[src/hw/rtl/rdmc_pkg.sv]
// Shared types, codes and constants of the drive mode controller.
`default_nettype none

package rdmc_pkg;

    // Port widths.
    localparam int S_TDATA_W   = 56;
    localparam int M_TDATA_W   = 32;
    localparam int CFG_INDEX_W = 4;
    localparam int CFG_DATA_W  = 13;
    localparam int DIST_W      = 13;

    // Motor direction codes.
    typedef enum logic [1:0] {
        DIR_OFF  = 2'd0,
        DIR_FWD  = 2'd1,
        DIR_BACK = 2'd2
    } dir_t;

    // Operating modes.
    typedef enum logic [1:0] {
        MODE_LINE   = 2'd0,
        MODE_AVOID  = 2'd1,
        MODE_MANUAL = 2'd2
    } mode_t;

    // Manual motion codes.
    typedef enum logic [2:0] {
        MOT_STOP  = 3'd0,
        MOT_FWD   = 3'd1,
        MOT_BACK  = 3'd2,
        MOT_LEFT  = 3'd3,
        MOT_RIGHT = 3'd4
    } motion_t;

    // Command bytes (ASCII).
    localparam logic [7:0] CMD_MODE_LINE   = 8'h31;
    localparam logic [7:0] CMD_MODE_AVOID  = 8'h32;
    localparam logic [7:0] CMD_MODE_MANUAL = 8'h33;
    localparam logic [7:0] CMD_FWD         = 8'h46;
    localparam logic [7:0] CMD_BACK        = 8'h42;
    localparam logic [7:0] CMD_LEFT        = 8'h4C;
    localparam logic [7:0] CMD_RIGHT       = 8'h52;
    localparam logic [7:0] CMD_STOP        = 8'h53;
    localparam logic [7:0] CMD_SPEED       = 8'h56;
    localparam logic [7:0] CMD_SERVO_TGL   = 8'h58;
    localparam logic [7:0] CMD_SERVO_DN    = 8'h43;
    localparam logic [7:0] CMD_SERVO_UP    = 8'h44;

    // Configuration register indexes.
    localparam logic [CFG_INDEX_W-1:0] CFG_FRONT_STOP = 4'd0;
    localparam logic [CFG_INDEX_W-1:0] CFG_SIDE_OPEN  = 4'd1;
    localparam logic [CFG_INDEX_W-1:0] CFG_RIGHT_NEAR = 4'd2;
    localparam logic [CFG_INDEX_W-1:0] CFG_RIGHT_FAR  = 4'd3;
    localparam logic [CFG_INDEX_W-1:0] CFG_CRUISE     = 4'd4;
    localparam logic [CFG_INDEX_W-1:0] CFG_FAST       = 4'd5;
    localparam logic [CFG_INDEX_W-1:0] CFG_TURN       = 4'd6;
    localparam logic [CFG_INDEX_W-1:0] CFG_SERVO_STEP = 4'd7;

    // Fixed duties and servo limits.
    localparam logic [7:0] VEER_LOW_DUTY  = 8'd100;
    localparam logic [7:0] VEER_HIGH_DUTY = 8'd200;
    localparam logic [7:0] SERVO_MAX      = 8'd180;
    localparam logic [7:0] SERVO_CENTER   = 8'd90;

    // Reset values of the configuration registers.
    localparam logic [DIST_W-1:0] RST_FRONT_STOP = 13'd320;
    localparam logic [DIST_W-1:0] RST_SIDE_OPEN  = 13'd480;
    localparam logic [DIST_W-1:0] RST_RIGHT_NEAR = 13'd240;
    localparam logic [DIST_W-1:0] RST_RIGHT_FAR  = 13'd400;
    localparam logic [7:0]        RST_CRUISE     = 8'd150;
    localparam logic [7:0]        RST_FAST       = 8'd255;
    localparam logic [7:0]        RST_TURN       = 8'd200;
    localparam logic [7:0]        RST_SERVO_STEP = 8'd15;

    typedef struct packed {
        dir_t       ldir;
        dir_t       rdir;
        logic [7:0] lpwm;
        logic [7:0] rpwm;
    } drive_t;

    typedef struct packed {
        logic [DIST_W-1:0] front_stop;
        logic [DIST_W-1:0] side_open;
        logic [DIST_W-1:0] right_near;
        logic [DIST_W-1:0] right_far;
        logic [7:0]        cruise;
        logic [7:0]        fast;
        logic [7:0]        turn;
        logic [7:0]        servo_step;
    } cfg_t;

    typedef struct packed {
        mode_t      mode;
        motion_t    motion;
        logic       fast_on;
        logic       servo_on;
        logic [7:0] servo_angle;
        logic [7:0] servo_pos;
        drive_t     drive;
    } state_t;

    typedef struct packed {
        logic              kind;
        logic [7:0]        cmd;
        logic [5:0]        line;
        logic [DIST_W-1:0] left;
        logic [DIST_W-1:0] front;
        logic [DIST_W-1:0] right;
    } item_t;

    // Builds a drive word.
    function automatic drive_t make_drive(dir_t ld, dir_t rd, logic [7:0] lp, logic [7:0] rp);
        drive_t d;
        d.ldir = ld;
        d.rdir = rd;
        d.lpwm = lp;
        d.rpwm = rp;
        return d;
    endfunction

endpackage

`default_nettype wire

[src/hw/rtl/rdmc_core.sv]
// Next-state logic: command decode, servo stepping and drive selection.
`default_nettype none

module rdmc_core (
    input  rdmc_pkg::cfg_t   cfg,
    input  rdmc_pkg::state_t cur,
    input  rdmc_pkg::item_t  item,
    output rdmc_pkg::state_t nxt
);
    import rdmc_pkg::*;

    logic       man;
    logic [8:0] up_sum;
    logic [7:0] angle_up;
    logic [7:0] angle_dn;
    logic [7:0] manual_speed;
    drive_t     stop_drive;

    assign man        = (cur.mode == MODE_MANUAL);
    assign stop_drive = make_drive(DIR_OFF, DIR_OFF, 8'd0, 8'd0);

    // Servo step with saturation at both ends.
    assign up_sum   = {1'b0, cur.servo_angle} + {1'b0, cfg.servo_step};
    assign angle_up = (up_sum > {1'b0, SERVO_MAX}) ? SERVO_MAX : up_sum[7:0];
    assign angle_dn = (cur.servo_angle < cfg.servo_step) ? 8'd0
                                                         : cur.servo_angle - cfg.servo_step;

    assign manual_speed = cur.fast_on ? cfg.fast : cfg.cruise;

    // One item's update of the controller state.
    always_comb
    begin
        nxt = cur;
        if (!item.kind)
        begin
            unique case (item.cmd)
                CMD_MODE_LINE:
                begin
                    nxt.mode  = MODE_LINE;
                    nxt.drive = stop_drive;
                end
                CMD_MODE_AVOID:
                begin
                    nxt.mode  = MODE_AVOID;
                    nxt.drive = stop_drive;
                end
                CMD_MODE_MANUAL:
                begin
                    nxt.mode  = MODE_MANUAL;
                    nxt.drive = stop_drive;
                end
                CMD_FWD:   if (man) nxt.motion = MOT_FWD;
                CMD_BACK:  if (man) nxt.motion = MOT_BACK;
                CMD_LEFT:  if (man) nxt.motion = MOT_LEFT;
                CMD_RIGHT: if (man) nxt.motion = MOT_RIGHT;
                CMD_STOP:  if (man) nxt.motion = MOT_STOP;
                CMD_SPEED: if (man) nxt.fast_on = !cur.fast_on;
                CMD_SERVO_TGL:
                begin
                    if (man)
                    begin
                        nxt.servo_on = !cur.servo_on;
                        // Switching the servo off recenters it; the angle is kept.
                        if (cur.servo_on)
                        begin
                            nxt.servo_pos = SERVO_CENTER;
                        end
                    end
                end
                CMD_SERVO_DN:
                begin
                    if (man && cur.servo_on)
                    begin
                        nxt.servo_angle = angle_dn;
                        nxt.servo_pos   = angle_dn;
                    end
                end
                CMD_SERVO_UP:
                begin
                    if (man && cur.servo_on)
                    begin
                        nxt.servo_angle = angle_up;
                        nxt.servo_pos   = angle_up;
                    end
                end
                default: ;
            endcase
        end
        else
        begin
            unique case (cur.mode)
                MODE_LINE:
                begin
                    priority if (item.line[3:2] == 2'b00)
                        nxt.drive = make_drive(DIR_FWD, DIR_FWD, cfg.cruise, cfg.cruise);
                    else if (item.line[1:0] != 2'b11)
                        nxt.drive = make_drive(DIR_BACK, DIR_FWD, cfg.turn, cfg.turn);
                    else if (item.line[5:4] != 2'b11)
                        nxt.drive = make_drive(DIR_FWD, DIR_BACK, cfg.turn, cfg.turn);
                    else
                        nxt.drive = stop_drive;
                end
                MODE_AVOID:
                begin
                    priority if (item.front < cfg.front_stop)
                    begin
                        priority if (item.right > item.left && item.right > cfg.side_open)
                            nxt.drive = make_drive(DIR_FWD, DIR_BACK, cfg.cruise, cfg.cruise);
                        else if (item.left > cfg.side_open)
                            nxt.drive = make_drive(DIR_BACK, DIR_FWD, cfg.cruise, cfg.cruise);
                        else
                            nxt.drive = make_drive(DIR_BACK, DIR_BACK, cfg.cruise, cfg.cruise);
                    end
                    else if (item.right < cfg.right_near)
                        nxt.drive = make_drive(DIR_FWD, DIR_FWD, VEER_LOW_DUTY, VEER_HIGH_DUTY);
                    else if (item.right > cfg.right_far)
                        nxt.drive = make_drive(DIR_FWD, DIR_FWD, VEER_HIGH_DUTY, VEER_LOW_DUTY);
                    else
                        nxt.drive = make_drive(DIR_FWD, DIR_FWD, cfg.cruise, cfg.cruise);
                end
                MODE_MANUAL:
                begin
                    unique case (cur.motion)
                        MOT_FWD:   nxt.drive = make_drive(DIR_FWD, DIR_FWD,
                                                          manual_speed, manual_speed);
                        MOT_BACK:  nxt.drive = make_drive(DIR_BACK, DIR_BACK,
                                                          manual_speed, manual_speed);
                        MOT_LEFT:  nxt.drive = make_drive(DIR_BACK, DIR_FWD,
                                                          manual_speed, manual_speed);
                        MOT_RIGHT: nxt.drive = make_drive(DIR_FWD, DIR_BACK,
                                                          manual_speed, manual_speed);
                        default:   nxt.drive = stop_drive;
                    endcase
                end
                default: nxt.drive = stop_drive;
            endcase
        end
    end

endmodule

`default_nettype wire

[src/hw/rtl/robot_drive_mode_controller.sv]
// Top level: input register, controller state, result register and config port.
// Path: an accepted beat goes from the input register through the core into the result register.
// Throughput: one beat per cycle; the input register and the result register stall only
// while the result register is full and m_tready is low.
// Reset: rst_n clears the valid flags of both registers, restores the default configuration
// and sets manual mode, stopped motors, fast speed on, servo off and centered at 90 degrees.
`default_nettype none

module robot_drive_mode_controller (
    input  wire                                  clk,
    input  wire                                  rst_n,
    input  wire                                  s_tvalid,
    output logic                                 s_tready,
    // command_byte, line_sensors, left_distance, front_distance, right_distance, zero pad
    input  wire  [rdmc_pkg::S_TDATA_W-1:0]       s_tdata,
    // kind
    input  wire                                  s_tuser,
    output logic                                 m_tvalid,
    input  wire                                  m_tready,
    // left_dir, right_dir, left_pwm, right_pwm, servo_out, mode_out, zero pad
    output logic [rdmc_pkg::M_TDATA_W-1:0]       m_tdata,
    input  wire                                  cfg_valid,
    output logic                                 cfg_ready,
    input  wire  [rdmc_pkg::CFG_INDEX_W-1:0]     cfg_index,
    input  wire  [rdmc_pkg::CFG_DATA_W-1:0]      cfg_data
);
    import rdmc_pkg::*;

    logic   in_valid_reg;
    item_t  in_item_reg;
    logic   out_valid_reg;
    logic [M_TDATA_W-1:0] out_data_reg;
    state_t state_reg;
    state_t state_next;
    cfg_t   cfg_reg;
    item_t  s_item;
    logic   advance;

    // Unpack the incoming beat.
    assign s_item.kind  = s_tuser;
    assign s_item.cmd   = s_tdata[7:0];
    assign s_item.line  = s_tdata[13:8];
    assign s_item.left  = s_tdata[26:14];
    assign s_item.front = s_tdata[39:27];
    assign s_item.right = s_tdata[52:40];

    // Handshake: the result register frees up when empty or taken.
    assign advance   = !out_valid_reg || m_tready;
    assign s_tready  = !in_valid_reg || advance;
    assign m_tvalid  = out_valid_reg;
    assign m_tdata   = out_data_reg;
    assign cfg_ready = 1'b1;

    rdmc_core u_core (
        .cfg  (cfg_reg),
        .cur  (state_reg),
        .item (in_item_reg),
        .nxt  (state_next)
    );

    // Input register.
    always_ff @(posedge clk or negedge rst_n)
    begin
        if (!rst_n)
        begin
            in_valid_reg <= 1'b0;
        end
        else if (s_tready)
        begin
            in_valid_reg <= s_tvalid;
        end
    end

    always_ff @(posedge clk)
    begin
        if (s_tready && s_tvalid)
        begin
            in_item_reg <= s_item;
        end
    end

    // Controller state and result register.
    always_ff @(posedge clk or negedge rst_n)
    begin
        if (!rst_n)
        begin
            out_valid_reg         <= 1'b0;
            state_reg.mode        <= MODE_MANUAL;
            state_reg.motion      <= MOT_STOP;
            state_reg.fast_on     <= 1'b1;
            state_reg.servo_on    <= 1'b0;
            state_reg.servo_angle <= SERVO_CENTER;
            state_reg.servo_pos   <= SERVO_CENTER;
            state_reg.drive       <= make_drive(DIR_OFF, DIR_OFF, 8'd0, 8'd0);
        end
        else if (advance)
        begin
            out_valid_reg <= in_valid_reg;
            if (in_valid_reg)
            begin
                state_reg <= state_next;
            end
        end
    end

    always_ff @(posedge clk)
    begin
        if (advance && in_valid_reg)
        begin
            out_data_reg <= {2'b00, state_next.mode, state_next.servo_pos,
                             state_next.drive.rpwm, state_next.drive.lpwm,
                             state_next.drive.rdir, state_next.drive.ldir};
        end
    end

    // Configuration registers.
    always_ff @(posedge clk or negedge rst_n)
    begin
        if (!rst_n)
        begin
            cfg_reg.front_stop <= RST_FRONT_STOP;
            cfg_reg.side_open  <= RST_SIDE_OPEN;
            cfg_reg.right_near <= RST_RIGHT_NEAR;
            cfg_reg.right_far  <= RST_RIGHT_FAR;
            cfg_reg.cruise     <= RST_CRUISE;
            cfg_reg.fast       <= RST_FAST;
            cfg_reg.turn       <= RST_TURN;
            cfg_reg.servo_step <= RST_SERVO_STEP;
        end
        else if (cfg_valid && cfg_ready)
        begin
            unique case (cfg_index)
                CFG_FRONT_STOP: cfg_reg.front_stop <= cfg_data;
                CFG_SIDE_OPEN:  cfg_reg.side_open  <= cfg_data;
                CFG_RIGHT_NEAR: cfg_reg.right_near <= cfg_data;
                CFG_RIGHT_FAR:  cfg_reg.right_far  <= cfg_data;
                CFG_CRUISE:     cfg_reg.cruise     <= cfg_data[7:0];
                CFG_FAST:       cfg_reg.fast       <= cfg_data[7:0];
                CFG_TURN:       cfg_reg.turn       <= cfg_data[7:0];
                CFG_SERVO_STEP: cfg_reg.servo_step <= cfg_data[7:0];
                default: ;
            endcase
        end
    end

    // The servo position never leaves its mechanical range.
    assert property (@(posedge clk) disable iff (!rst_n) state_reg.servo_pos <= SERVO_MAX)
        else $error("servo position above maximum");

    // With the servo off it is held at center.
    assert property (@(posedge clk) disable iff (!rst_n)
                     !state_reg.servo_on |-> state_reg.servo_pos == SERVO_CENTER)
        else $error("servo off but not centered");

    // A pending item stays in the input register while the result is stalled.
    assert property (@(posedge clk) disable iff (!rst_n)
                     in_valid_reg && out_valid_reg && !m_tready |=> in_valid_reg)
        else $error("pending item lost during stall");

    // The state only changes when an item moves into the result register.
    assert property (@(posedge clk) disable iff (!rst_n)
                     !(advance && in_valid_reg) |=> $stable(state_reg))
        else $error("state changed without an item");

    // The mode and servo fields of the result register mirror the held state.
    assert property (@(posedge clk) disable iff (!rst_n)
                     out_valid_reg |-> out_data_reg[29:28] == state_reg.mode
                                       && out_data_reg[27:20] == state_reg.servo_pos)
        else $error("result does not match held state");

endmodule

`default_nettype wire
[config.mk]
export PLATFORM = sky130hd
export DESIGN_NAME = robot_drive_mode_controller
export DESIGN_NICKNAME = d
export VERILOG_FILES = /design/src/hw/rtl/rdmc_pkg.sv /design/src/hw/rtl/rdmc_core.sv /design/src/hw/rtl/robot_drive_mode_controller.sv
export SDC_FILE = /design/constraint.sdc
export NUM_CORES = 1
export LEC_CHECK = 0
export ABC_AREA = 1
export ABC_CLOCK_PERIOD_IN_PS = 5240
export BUFFER_PORTS_ARGS = -buffer_cell sky130_fd_sc_hd__buf_2
export CAP_MARGIN = 20
export CORE_ASPECT_RATIO = 1.4
export CORE_MARGIN = 2
export CORE_UTILIZATION = 65
export CTS_CLUSTER_DIAMETER = 120
export DETAILED_ROUTE_END_ITERATION = 10
export HOLD_SLACK_MARGIN = 0.12
export PLACE_DENSITY = 0.86
export SETUP_SLACK_MARGIN = 0.05
export SLEW_MARGIN = 20
export SYNTH_ARGS = -nofsm -noshare
export SYNTH_HDL_FRONTEND = slang
export SYNTH_SLANG_ARGS = --single-unit
[constraint.sdc]
create_clock -name clk -period 5.24 [get_ports clk]
set_input_delay 0.262 -clock clk [delete_from_list [all_inputs] [get_ports clk]]
set_output_delay 0.262 -clock clk [all_outputs]
set_load 0.01 [all_outputs]
==> key figures, run 1 <==
Synth
  • Top cell type's share of synthesized area: 21.3%
  • Most frequent cell after synthesis: nand2_1
  • Cell count after synthesis: 1363
  • Syn Area/Cell: 8.67 um^2
  • Cell taking the most area after synthesis: edfxtp_1
  • Synth top area cells: edfxtp_1, dfrtp_1, nand2_1
  • Yosys warnings: 0
  • Ys flop type: dfrtp_1
  • Sequential fraction of the synthesis area: 49.1%
  • Post-synth ARST share: 60.6%
  • EDFF count, synth: 84
  • Synthesis-stage register bit count: 213
  • Commonest cells in the synthesized netlist: nand2_1, inv_1, o21ai_0, ha_1, dfrtp_1
  • Cell variety after synth: 57
  • Synthesized area: 0.0118 mm^2

Routing
  • Via Count: 9893
  • WL final: 29000 um
  • Post-DRT Antenna Nets: 0
  • WL/cell: 16.2 um
  • Initial DRC Count: 683
  • Drt first pass iters: 6
  • Routed vias/inst: 5.53
  • Number of remaining DRC errors: 0

Timing
  • Period minus WS final: 2690 ps
  • Setup_tns: 0 ps
  • Slew margin rel.: 29.6%
  • Final Cycle Share: 51.3%
  • Final hold viol count: 0
  • Final Max Tran Viols: 0
  • Setup ws final: 2550 ps
  • Clock skew: 14.9 ps
  • Worst-margin pin slew: 1050 ps
  • RSZ-0062 raised after global routing: no
  • F_max: 372 MHz
  • Setup Viol. Count Final: 0

Placement
  • Port Buf Inserts: 107
  • RePlAce Congestion: 0.958
  • Placed instance area: 0.0125 mm^2
  • Placement Setup Slack: 2590 ps
  • DP HPWL: 19400 um

Worst setup path
  • Worst setup path end: m_tdata[22]$_DFFE_PP_
  • Setup CP Type: register to register
  • CP arrival: 2950 ps
  • Max incr delay on CP: 560 ps
  • Crit-path cells: ha_1 -> inv_1 -> fa_1 -> inv_1 -> nand4_1 -> nand3_1 -> nand2_1 -> nand2_1 -> nand2_1 -> nand2_4 -> nand2_1 -> o21ai_2 -> a21boi_1
  • Worst Path Required: 5500 ps
  • CP Capture Type: register
  • Crit path launch: cfg_reg[0]$_DFFE_PN1P_
  • Reg-to-reg setup timing slack: 2550 ps
  • CP bufs+invs: 2
  • R2r endpoint: m_tdata[22]$_DFFE_PP_
  • Worst path top cell family by delay: simple AND/OR/NAND/NOR gates
  • CP Depth: 13
  • Worst-path fanout max: 7
  • Reg2Reg Launch Point: cfg_reg[0]$_DFFE_PN1P_
  • CP startpoint kind: register
  • Register-to-Register Path Depth: 13
  • Slowest CP cell: dfstp_2
  • Most frequent CP cell: nand2_1

Clock tree
  • Root Driver: clkbuf_16
  • Clock buffer depth: 3
  • Worst-path clk slew: 60 ps
  • Setup Fix Bufs, Post-CTS: 0
  • Skew-Pair Late Insertion Delay: 510 ps
  • CTS buffer count: 22
  • Sink Count: 213
  • H-tree Lvls: 1
  • CTS tree: done

Run status
  • Outcome: completed

Pwr
  • Post-layout power: 0.00546 W
  • Clk pwr share: 28.0%
  • Flop pwr share: 42.9%
  • Max IR drop VDD: 0.344 mV
  • Int Power: 0.00361 W
  • LEAKAGE: 6.73 nW
  • Net Sw Frac: 33.8%
  • Switching power: 0.00184 W
  • Comb power frac: 29.0%
  • PwrDens: 391 mW/mm^2

Layout
  • Finished Core Util: 77.9%
  • Inserted Diodes: 0
  • Layout area overhead: 18.1%
  • Largest register FFs: 84
  • Final Instance Area: 0.0140 mm^2
  • Area of the multi-input gates: 0.00513 mm^2
  • Layout cell share with drive strength beyond 1: 15.5%
  • Nets: 1707
  • Fillers: 1203
  • Sequential Area: 0.00580 mm^2

Floorplanning
  • Die height: 164 um
  • Core Region: 0.0179 mm^2
  • Initial Util: 65.9%
  • Die X: 118 um
  • I/O Pins: 114
  • # rows: 58
  • Die area: 0.0193 mm^2

Global route
  • Initial antenna violation count: 0
  • GRT Total Usage: 30.4%
  • Largest net degree at the start of global routing: 78
  • Vias in the first global route: 9956
  • Grt ovf: 0
  • Global-route wire length before repair: 47100 um

Run
  • Max-Cap Viols: 0

Min path
  • Min-delay worst type: primary input to asynchronous set/reset pin
area by class of cell:
type | count | share of cell area, %
clock inverters | 10 | 0.574
repair buffers | 184 | 9.40
flip-flops and latches | 213 | 41.6
well taps | 240 | 2.15
multi-input cells | 926 | 36.8
clock buffers | 30 | 4.46
inverters | 187 | 5.07
metrics by stage:
stage / hold slack (ps) / cells
after floorplan: -33.6 / 1364
after global placement: 439 / 1679
after detailed placement: 440 / 1679
after CTS: 273 / 1789
after global routing: 204 / 1790
final: 184 / 1790
routing by layer:
| layer | GRT usage, % | wire length (um) |
|---|---|---|
| met4 | 14.5 | 1470 |
| met1 | 32.8 | 10600 |
| met5 | 0 | 0 |
| met2 | 58.5 | 15600 |
| met3 | 3.98 | 1240 |
cells in the final DEF (no fill, tap or decap), types with 4 or more instances in the layout:
cell type / netlist / routed
clkinv_2: 1 / 4
a32o_1: 5 / 5
nand3_1: 59 / 59
inv_1: 178 / 177
dfstp_2: 42 / 42
clkbuf_16: 0 / 23
buf_2: 8 / 106
o21ai_1: 5 / 5
edfxtp_1: 84 / 84
clkbuf_1: 22 / 5
buf_4: 5 / 7
o21ai_2: 4 / 4
o211ai_1: 10 / 10
inv_2: 6 / 7
a21oi_1: 70 / 70
nor2_1: 47 / 47
o21ai_0: 120 / 120
nand2_1: 411 / 411
xor2_1: 4 / 4
nand4_1: 19 / 19
dlygate4sd3_1: 0 / 70
ha_1: 92 / 92
dfrtp_1: 87 / 87
nor2_4: 6 / 7
nand2_2: 12 / 12
nor2_2: 6 / 5
nor3_1: 9 / 9
a21boi_1: 6 / 6
power by group through the flow:
stage	clock network (W)	logic [W]	registers, W
CTS	0.00154	0.00156	0.00234
detailed placement	0	0.00150	0.00236
global route	0.00161	0.00181	0.00238
global placement	0	0.00144	0.00234
finish	0.00153	0.00158	0.00234
floorplan	0	0.00109	0.00234
worst min path at each step:
stage / start / to / slack [ps] / cells past startpoint
after floorplan: rst_n / cfg_reg[10]$_DFFE_PN0P_ / -30 / 0
after global placement: s_tdata[37] / in_item_reg[23]$_DFFE_PP_ / 440 / 1
after detailed placement: s_tdata[9] / in_item_reg[40]$_DFFE_PP_ / 440 / 1
after CTS: cfg_index[1] / cfg_reg[21]$_DFFE_PN1P_ / 270 / 5
after global routing: rst_n / state_reg[8]$_DFFE_PN0P_ / 200 / 2
final: rst_n / state_reg[12]$_DFFE_PN0P_ / 180 / 2
repair_timing:
item / 4_1_cts / 5_1_grt
hold buffers: 70 / 0
endpoints found under the hold margin: 141 / 0
resized for setup: 0 / 0
worst reg2reg max path: cells and delay by family (launching register included):
| family | cells | cell delay, ps |
|---|---|---|
| AO/OA/AOI/OAI | 2 | 360 |
| adder cells (fa/ha/maj) | 2 | 610 |
| flip-flops | 1 | 560 |
| AND/OR/NAND/NOR | 7 | 740 |
| buffers and inverters | 2 | 170 |
cells by family after synthesis:
group / synth area share [%]
AO/OA/AOI/OAI: 11.3
XOR/XNOR: 0.370
adder cells (fa/ha/maj): 10.1
buffers and inverters: 7.57
flip-flops: 49.1
multiplexers: 0.0953
other: 0.0635
AND/OR/NAND/NOR: 21.4
No activity file was read; power rests on OpenSTA's default activity.
==> inputs of run 2 (changes only) <==
Settings changed: ABC_AREA 1 to 0, ABC_CLOCK_PERIOD_IN_PS 5240 to 2550, CORE_UTILIZATION 65 to 60, PLACE_DENSITY 0.86 to 0.81.
Clock period 5.24 ns to 2.55 ns, I/O delays scaled along.
==> key figures, run 2 <==
Run status
  • Outcome: complete, but fails checks
  • Violated checks: setup timing

Layout
  • Area of the multi-input gates: 0.00590 mm^2 (+15%)
  • Layout cell share with drive strength beyond 1: 36.1% (+21 points)
  • Sequential Area: 0.00580 mm^2 (unchanged)
  • Inserted Diodes: 0 (unchanged)
  • Commonest non-fill, non-tap cells in the layout: buf_2, inv_1, nand2_1, dfrtp_1, buf_4
  • Largest register FFs: 84 (unchanged)
  • Commonest non-fill, non-tap cell in the layout: buf_2
  • Nets: 1477 (-13%)
  • Fillers: 1032 (-14%)
  • Non-Filler Instances: 1563 (-13%)
  • Layout area overhead: 31.6%
  • Final Instance Area: 0.0151 mm^2 (+8.1%)

Worst setup path
  • CP Capture Type: register
  • CP arrival: 3110 ps (+160 ps)
  • CP startpoint kind: register
  • Worst path top cell family by delay: compound AO/OA/AOI/OAI gates
  • CP bufs+invs: 2 (unchanged)
  • Crit path launch: cfg_reg[0]$_DFFE_PN1P_
  • Slowest CP cell: dfstp_2
  • R2r endpoint: m_tdata[21]$_DFFE_PP_
  • Setup CP Type: register to register
  • Worst Path Required: 2800 ps (-2700 ps)
  • Max incr delay on CP: 560 ps (about the same)
  • Worst setup path end: m_tdata[21]$_DFFE_PP_
  • Register-to-Register Path Depth: 12 (-1)
  • Reg-to-reg setup timing slack: -310 ps (-2860 ps)
  • Reg2Reg Launch Point: cfg_reg[0]$_DFFE_PN1P_
  • Most frequent CP cell: a21oi_2
  • Worst-path fanout max: 6 (-1)
  • CP Depth: 12 (-1)
  • Crit-path cells: buf_4 -> ha_4 -> inv_1 -> fa_2 -> a211o_1 -> a211oi_2 -> o21bai_1 -> a21oi_2 -> nor2_4 -> a21oi_2 -> o211ai_1 -> o2bb2ai_1

Synth
  • Cell count after synthesis: 1037 (-24%)
  • Sequential fraction of the synthesis area: 50.6% (+1.5 points)
  • Commonest cells in the synthesized netlist: inv_1, nand2_1, ha_1, dfrtp_1, edfxtp_1
  • EDFF count, synth: 84 (unchanged)
  • Synthesized area: 0.0115 mm^2 (-3.0%)
  • Cell variety after synth: 72 (+26%)
  • Post-synth ARST share: 60.6% (unchanged)
  • Cell taking the most area after synthesis: edfxtp_1
  • Ys flop type: dfrtp_1
  • Syn Area/Cell: 11.1 um^2 (+27%)
  • Yosys warnings: 0 (unchanged)
  • Most frequent cell after synthesis: inv_1
  • Top cell type's share of synthesized area: 22.0% (+0.67 points)
  • Synth top area cells: edfxtp_1, dfrtp_1, ha_1
  • Synthesis-stage register bit count: 213 (unchanged)

Pwr
  • PwrDens: 740 mW/mm^2 (+89%)
  • Max IR drop VDD: 0.602 mV (+75%)
  • Switching power: 0.00352 W (+91%)
  • Clk pwr share: 27.0% (-1.0 points)
  • Net Sw Frac: 31.6% (-2.2 points)
  • Int Power: 0.00764 W (+110%)
  • Comb power frac: 31.1% (+2.1 points)
  • Flop pwr share: 41.9% (-1.0 points)
  • LEAKAGE: 6.62 nW (-1.6%)

Global route
  • Grt ovf: 0 (unchanged)
  • Largest net degree at the start of global routing: 130 (+67%)
  • Vias in the first global route: 9583 (-3.7%)
  • Initial antenna violation count: 0 (unchanged)
  • GRT Total Usage: 29.8% (-0.62 points)
  • Global-route wire length before repair: 47600 um (+1.1%)

Clock tree
  • Root Driver: clkbuf_16
  • Worst-path clk slew: 70 ps (about the same)
  • Sink Count: 213 (unchanged)
  • CTS tree: done
  • H-tree Lvls: 1 (unchanged)
  • Clock buffer depth: 3 (unchanged)
  • Skew-Pair Late Insertion Delay: 520 ps (about the same)
  • CTS buffer count: 21 (-4.5%)

Floorplanning
  • Die height: 168 um (+2.4%)
  • Core Region: 0.0187 mm^2 (+4.2%)
  • Die area: 0.0202 mm^2 (+4.9%)
  • I/O Pins: 114 (unchanged)
  • Initial Util: 61.4% (-4.6 points)
  • # rows: 59 (+1.7%)
  • Die X: 121 um (+2.4%)

Min path
  • Hold path startpoint: cfg_index[1]
  • Min-delay worst type: primary input to register

Routing
  • WL final: 30900 um (+6.8%)
  • Via Count: 9349 (-5.5%)
  • Post-DRT Antenna Nets: 0 (unchanged)
  • Routed vias/inst: 5.98 (+8.2%)
  • Initial DRC Count: 751 (+10%)
  • Number of remaining DRC errors: 0 (unchanged)
  • WL/cell: 19.8 um (+22%)
  • Drt first pass iters: 7 (+1)

Timing
  • Worst-margin pin slew: 887 ps (-165 ps)
  • Final Max Tran Viols: 0 (unchanged)
  • Final Cycle Share: 112% (+61 points)
  • Setup ws final: -309 ps (-2860 ps)
  • Clock skew: 14.2 ps (-0.635 ps)
  • Final hold viol count: 0 (unchanged)
  • F_max: 350 MHz (-5.9%)
  • Setup Viol. Count Final: 32 (+32)
  • RSZ-0062 raised after global routing: yes
  • Slew margin rel.: 40.7% (+11 points)
  • Period minus WS final: 2860 ps (+168 ps)

Placement
  • RePlAce Congestion: 0.905 (-5.5%)
  • Port Buf Inserts: 107 (unchanged)
  • Placed insts: 1431 (-15%)
  • Placed instance area: 0.0128 mm^2 (+2.1%)
  • DP HPWL: 19900 um (+2.6%)

Run
  • Max-Cap Viols: 0 (unchanged)
run 2: cell count changes after synthesis, moves of 9 or more:
cell | previous run | this run
nand2_1 | 411 | 94
o21ai_0 | 120 | 67
nand3_1 | 59 | 9
a22oi_1 | 0 | 18
nor2b_1 | 0 | 15
nand2_2 | 12 | 0
a21oi_1 | 70 | 56
inv_1 | 178 | 95
a21o_1 | 0 | 44
mux2_2 | 1 | 67
nand2b_1 | 0 | 9
run 2: layout make-up:
type	instances	area share, %
Clock buffer	31	3.87
Clock inverter	7	0.431
Inverter	96	2.39
Multi-Input combinational cell	695	39.1
Sequential cell	213	38.5
Tap cell	244	2.02
Timing Repair Buffer	277	13.7
run 2: kinds of logic (layout without fill, tap and decap cells):
group | count (synthesis) | count (layout) | share of synthesized area [%]
AO/OA/AOI/OAI | 272 | 272 | 15.9
AND/OR/NAND/NOR | 238 | 238 | 10.2
flip-flops | 213 | 213 | 50.6
buffers and inverters | 130 | 411 | 4.52
adder cells (fa/ha/maj) | 94 | 94 | 10.4
multiplexers | 75 | 75 | 7.28
XOR/XNOR | 13 | 13 | 0.993
other | 2 | 3 | 0.0655
run 2: how the worst min path moves through the flow:
stage,slack (ps),cells after the start,end
final,180,3,cfg_reg[20]$_DFFE_PN1P_
after global routing,210,3,cfg_reg[12]$_DFFE_PN0P_
after CTS,170,3,cfg_reg[8]$_DFFE_PN0P_
after detailed placement,300,2,cfg_reg[67]$_DFFE_PN0P_
after global placement,300,2,cfg_reg[5]$_DFFE_PN0P_
after floorplan,-170,0,cfg_reg[10]$_DFFE_PN0P_
run 2: stage by stage:
stage | setup TNS [ps] | total power, W | setup slack (ps) | utilization [%] | hold WS, ps
final | -4890 | 0.0112 | -309 | 80.8 | 180
after CTS | -4680 | 0.0108 | -324 | 78.2 | 173
after global placement | -3830 | 0.00729 | -317 | 68.5 | 301
after floorplan | -621 | 0.00644 | -157 | - | -168
after global routing | -8120 | 0.0117 | -430 | 80.8 | 211
after detailed placement | -5050 | 0.00743 | -338 | 68.5 | 302
run 2: routing by layer:
metal  track usage [%]  vias to the layer above  part of all wire (%)
li1                  -                     4274                     -
met1              33.1                     4586                    36
met2              54.7                      367                    54
met3              3.81                      122                   4.8
met4              16.0                        0                   5.5
met5                 0                        -                     0
run 2: worst min-delay path, cell delays in order:
cell     delay (ps)
buf_2           160
nor3b_2         130
mux2_2          250
run 2: power by group through the flow:
stage / sequential, W / combinational (W) / clock (W)
floorplan: 0.00464 / 0.00180 / 0
global placement: 0.00467 / 0.00263 / 0
detailed placement: 0.00470 / 0.00272 / 0
CTS: 0.00465 / 0.00307 / 0.00303
global route: 0.00474 / 0.00379 / 0.00318
finish: 0.00468 / 0.00348 / 0.00301
run 2: repair_timing:
action                     CTS  global route
hold buffers                71             0
pin swaps                   52            65
hold endpoints to repair   227             0
gates resized for setup     70            81
buffers inserted            14            12
setup endpoints to repair   45            55
==> inputs of run 3 (changes only) <==
Settings changed: GPL_TIMING_DRIVEN set to 0.
==> key figures, run 3 (synthesis results as in run 2) <==
Run status
  • Outcome: complete, but fails checks
  • Violated checks: setup timing

Clock tree
  • Clock buffer depth: 3 (unchanged)
  • H-tree Lvls: 1 (unchanged)
  • Sink Count: 213 (unchanged)
  • Root Driver: clkbuf_16
  • CTS buffer count: 22 (+4.8%)
  • CTS tree: done
  • Skew-Pair Late Insertion Delay: 510 ps (about the same)
  • Worst-path clk slew: 70 ps (about the same)

Layout
  • Layout area overhead: 30.6%
  • Largest register FFs: 84 (unchanged)
  • Layout cell share with drive strength beyond 1: 33.0% (-3.1 points)
  • Commonest non-fill, non-tap cell in the layout: buf_2
  • Non-Filler Instances: 1555 (-0.51%)
  • Inserted Diodes: 0 (unchanged)
  • Nets: 1468 (-0.61%)
  • Commonest non-fill, non-tap cells in the layout: buf_2, inv_1, nand2_1, dfrtp_1, edfxtp_1

Timing
  • RSZ-0062 raised after global routing: yes
  • Clock skew: 12.4 ps (-1.85 ps)
  • Slew margin rel.: 26.5% (-14 points)
  • F_max: 334 MHz (-4.5%)
  • Final hold viol count: 0 (unchanged)
  • Setup Viol. Count Final: 36 (+13%)
  • Period minus WS final: 2990 ps (+134 ps)
  • Final Max Tran Viols: 0 (unchanged)
  • Setup ws final: -443 ps (-134 ps)
  • Worst-margin pin slew: 1090 ps (+201 ps)
  • Final Cycle Share: 117% (+5.3 points)

Routing
  • Number of remaining DRC errors: 0 (unchanged)
  • Post-DRT Antenna Nets: 0 (unchanged)
  • Via Count: 9428 (+0.85%)
  • Drt first pass iters: 7 (unchanged)
  • WL/cell: 20.6 um (+3.9%)
  • WL final: 32000 um (+3.3%)
  • Initial DRC Count: 809 (+7.7%)
  • Routed vias/inst: 6.06 (+1.4%)

Worst setup path
  • Slowest CP cell: dfstp_2
  • Max incr delay on CP: 570 ps (about the same)
  • CP bufs+invs: 1 (-1)
  • CP arrival: 3240 ps (+130 ps)
  • Most frequent CP cell: o21a_1
  • Worst path top cell family by delay: compound AO/OA/AOI/OAI gates
  • Worst Path Required: 2800 ps (about the same)
  • CP Capture Type: register
  • CP startpoint kind: register
  • Crit-path cells: ha_4 -> inv_2 -> fa_2 -> or2_1 -> a221o_1 -> mux2i_1 -> nand2_2 -> o21a_1 -> o21a_1 -> a211oi_2 -> a21oi_1
  • Worst-path fanout max: 3 (-3)
  • Setup CP Type: register to register
  • Reg-to-reg setup timing slack: -440 ps (-130 ps)

Global route
  • GRT Total Usage: 28.9% (-0.95 points)
  • Vias in the first global route: 9476 (-1.1%)
  • Initial antenna violation count: 0 (unchanged)
  • Global-route wire length before repair: 46500 um (-2.5%)
  • Largest net degree at the start of global routing: 78 (-40%)
  • Grt ovf: 0 (unchanged)

Floorplanning
  • # rows: 59 (unchanged)
  • I/O Pins: 114 (unchanged)
  • Core Region: 0.0187 mm^2 (unchanged)
  • Initial Util: 61.4% (unchanged)
  • Die height: 168 um (unchanged)
  • Die X: 121 um (unchanged)
  • Die area: 0.0202 mm^2 (unchanged)

Placement
  • RePlAce Congestion: 0.915 (+1.0%)
  • Placed insts: 1391 (-2.8%)
  • Port Buf Inserts: 107 (unchanged)
  • Placement Setup Slack: -415 ps (-77.1 ps)
  • DP HPWL: 19200 um (-3.3%)

Pwr
  • Max IR drop VDD: 0.635 mV (+5.5%)
  • LEAKAGE: 6.52 nW (-1.6%)
  • PwrDens: 771 mW/mm^2 (+4.1%)

Min path
  • Min-delay worst type: primary input to asynchronous set/reset pin

Run
  • Max-Cap Viols: 0 (unchanged)
==> run 3: routing by layer <==
layer  routed length (um)  share of wire, %  GRT usage, %  vias up
li1                     -                 -             -     4257
met1                11700                37          32.6     4625
met2                16800                53          52.4      418
met3                 1590               5.0          3.61      128
met4                 1840               5.8          15.3        0
met5                    0                 0             0        -
==> run 3: area by class of cell <==
| class | instances | area, um^2 |
|---|---|---|
| Timing Repair Buffer | 233 | 1740 |
| Clock inverter | 12 | 135 |
| Tap cell | 244 | 305 |
| Buffer | 34 | 166 |
| Multi-Input combinational cell | 695 | 5850 |
| Sequential cell | 213 | 5800 |
| Fill cell | 1053 | 3710 |
| Clock buffer | 28 | 604 |
| Inverter | 96 | 360 |
==> run 3: path summary, 6_finish.rpt <==
| kind | end | cells past startpoint | from |
|---|---|---|---|
| hold / removal | cfg_reg[61]$_DFFE_PN0P_ | 2 | rst_n |
| min in group clk | cfg_reg[57]$_DFFE_PN0P_ | 3 | cfg_index[1] |
| setup / recovery | m_tdata[23]$_DFFE_PP_ | 11 | cfg_reg[0]$_DFFE_PN1P_ |
| hold reg to reg | state_reg[8]$_DFFE_PN0P_ | 1 | state_reg[8]$_DFFE_PN0P_ |
| max in group asynchronous | cfg_reg[26]$_DFFE_PN1P_ | 3 | rst_n |
| setup reg to reg | m_tdata[23]$_DFFE_PP_ | 11 | cfg_reg[0]$_DFFE_PN1P_ |
==> run 3: power by group <==
part / total (W) / switching, W / leakage (nW) / internal [W]
Combinational: 0.00353 / 0.00190 / 3.83 / 0.00163
Sequential: 0.00469 / 0.000382 / 2.33 / 0.00431
Clock: 0.00332 / 0.00134 / 0.356 / 0.00198
Total: 0.0115 / 0.00362 / 6.52 / 0.00792
==> run 3: repair_timing <==
item	4_1_cts	5_1_grt
resized for setup	64	82
setup endpoints to repair	54	64
hold buffers	71	0
pin swaps	62	50
setup buffers	36	17
hold endpoints to repair	251	0
==> run 3: metrics by stage <==
step | setup TNS [ps] | instance area [um^2] | hold WS, ps | total power [W] | util (%)
2_1_floorplan | -621 | 11500 | -168 | 0.00644 | -
3_5_place_dp | -9260 | 12400 | 87.7 | 0.00722 | 66.5
5_1_grt | -11120 | 15000 | 179 | 0.0121 | 80.1
6_report | -7980 | 15000 | 143 | 0.0115 | 80.1
3_3_place_gp | -68360 | 12400 | 305 | 0.00708 | 66.1
4_1_cts | -5480 | 14400 | 143 | 0.0110 | 77.3
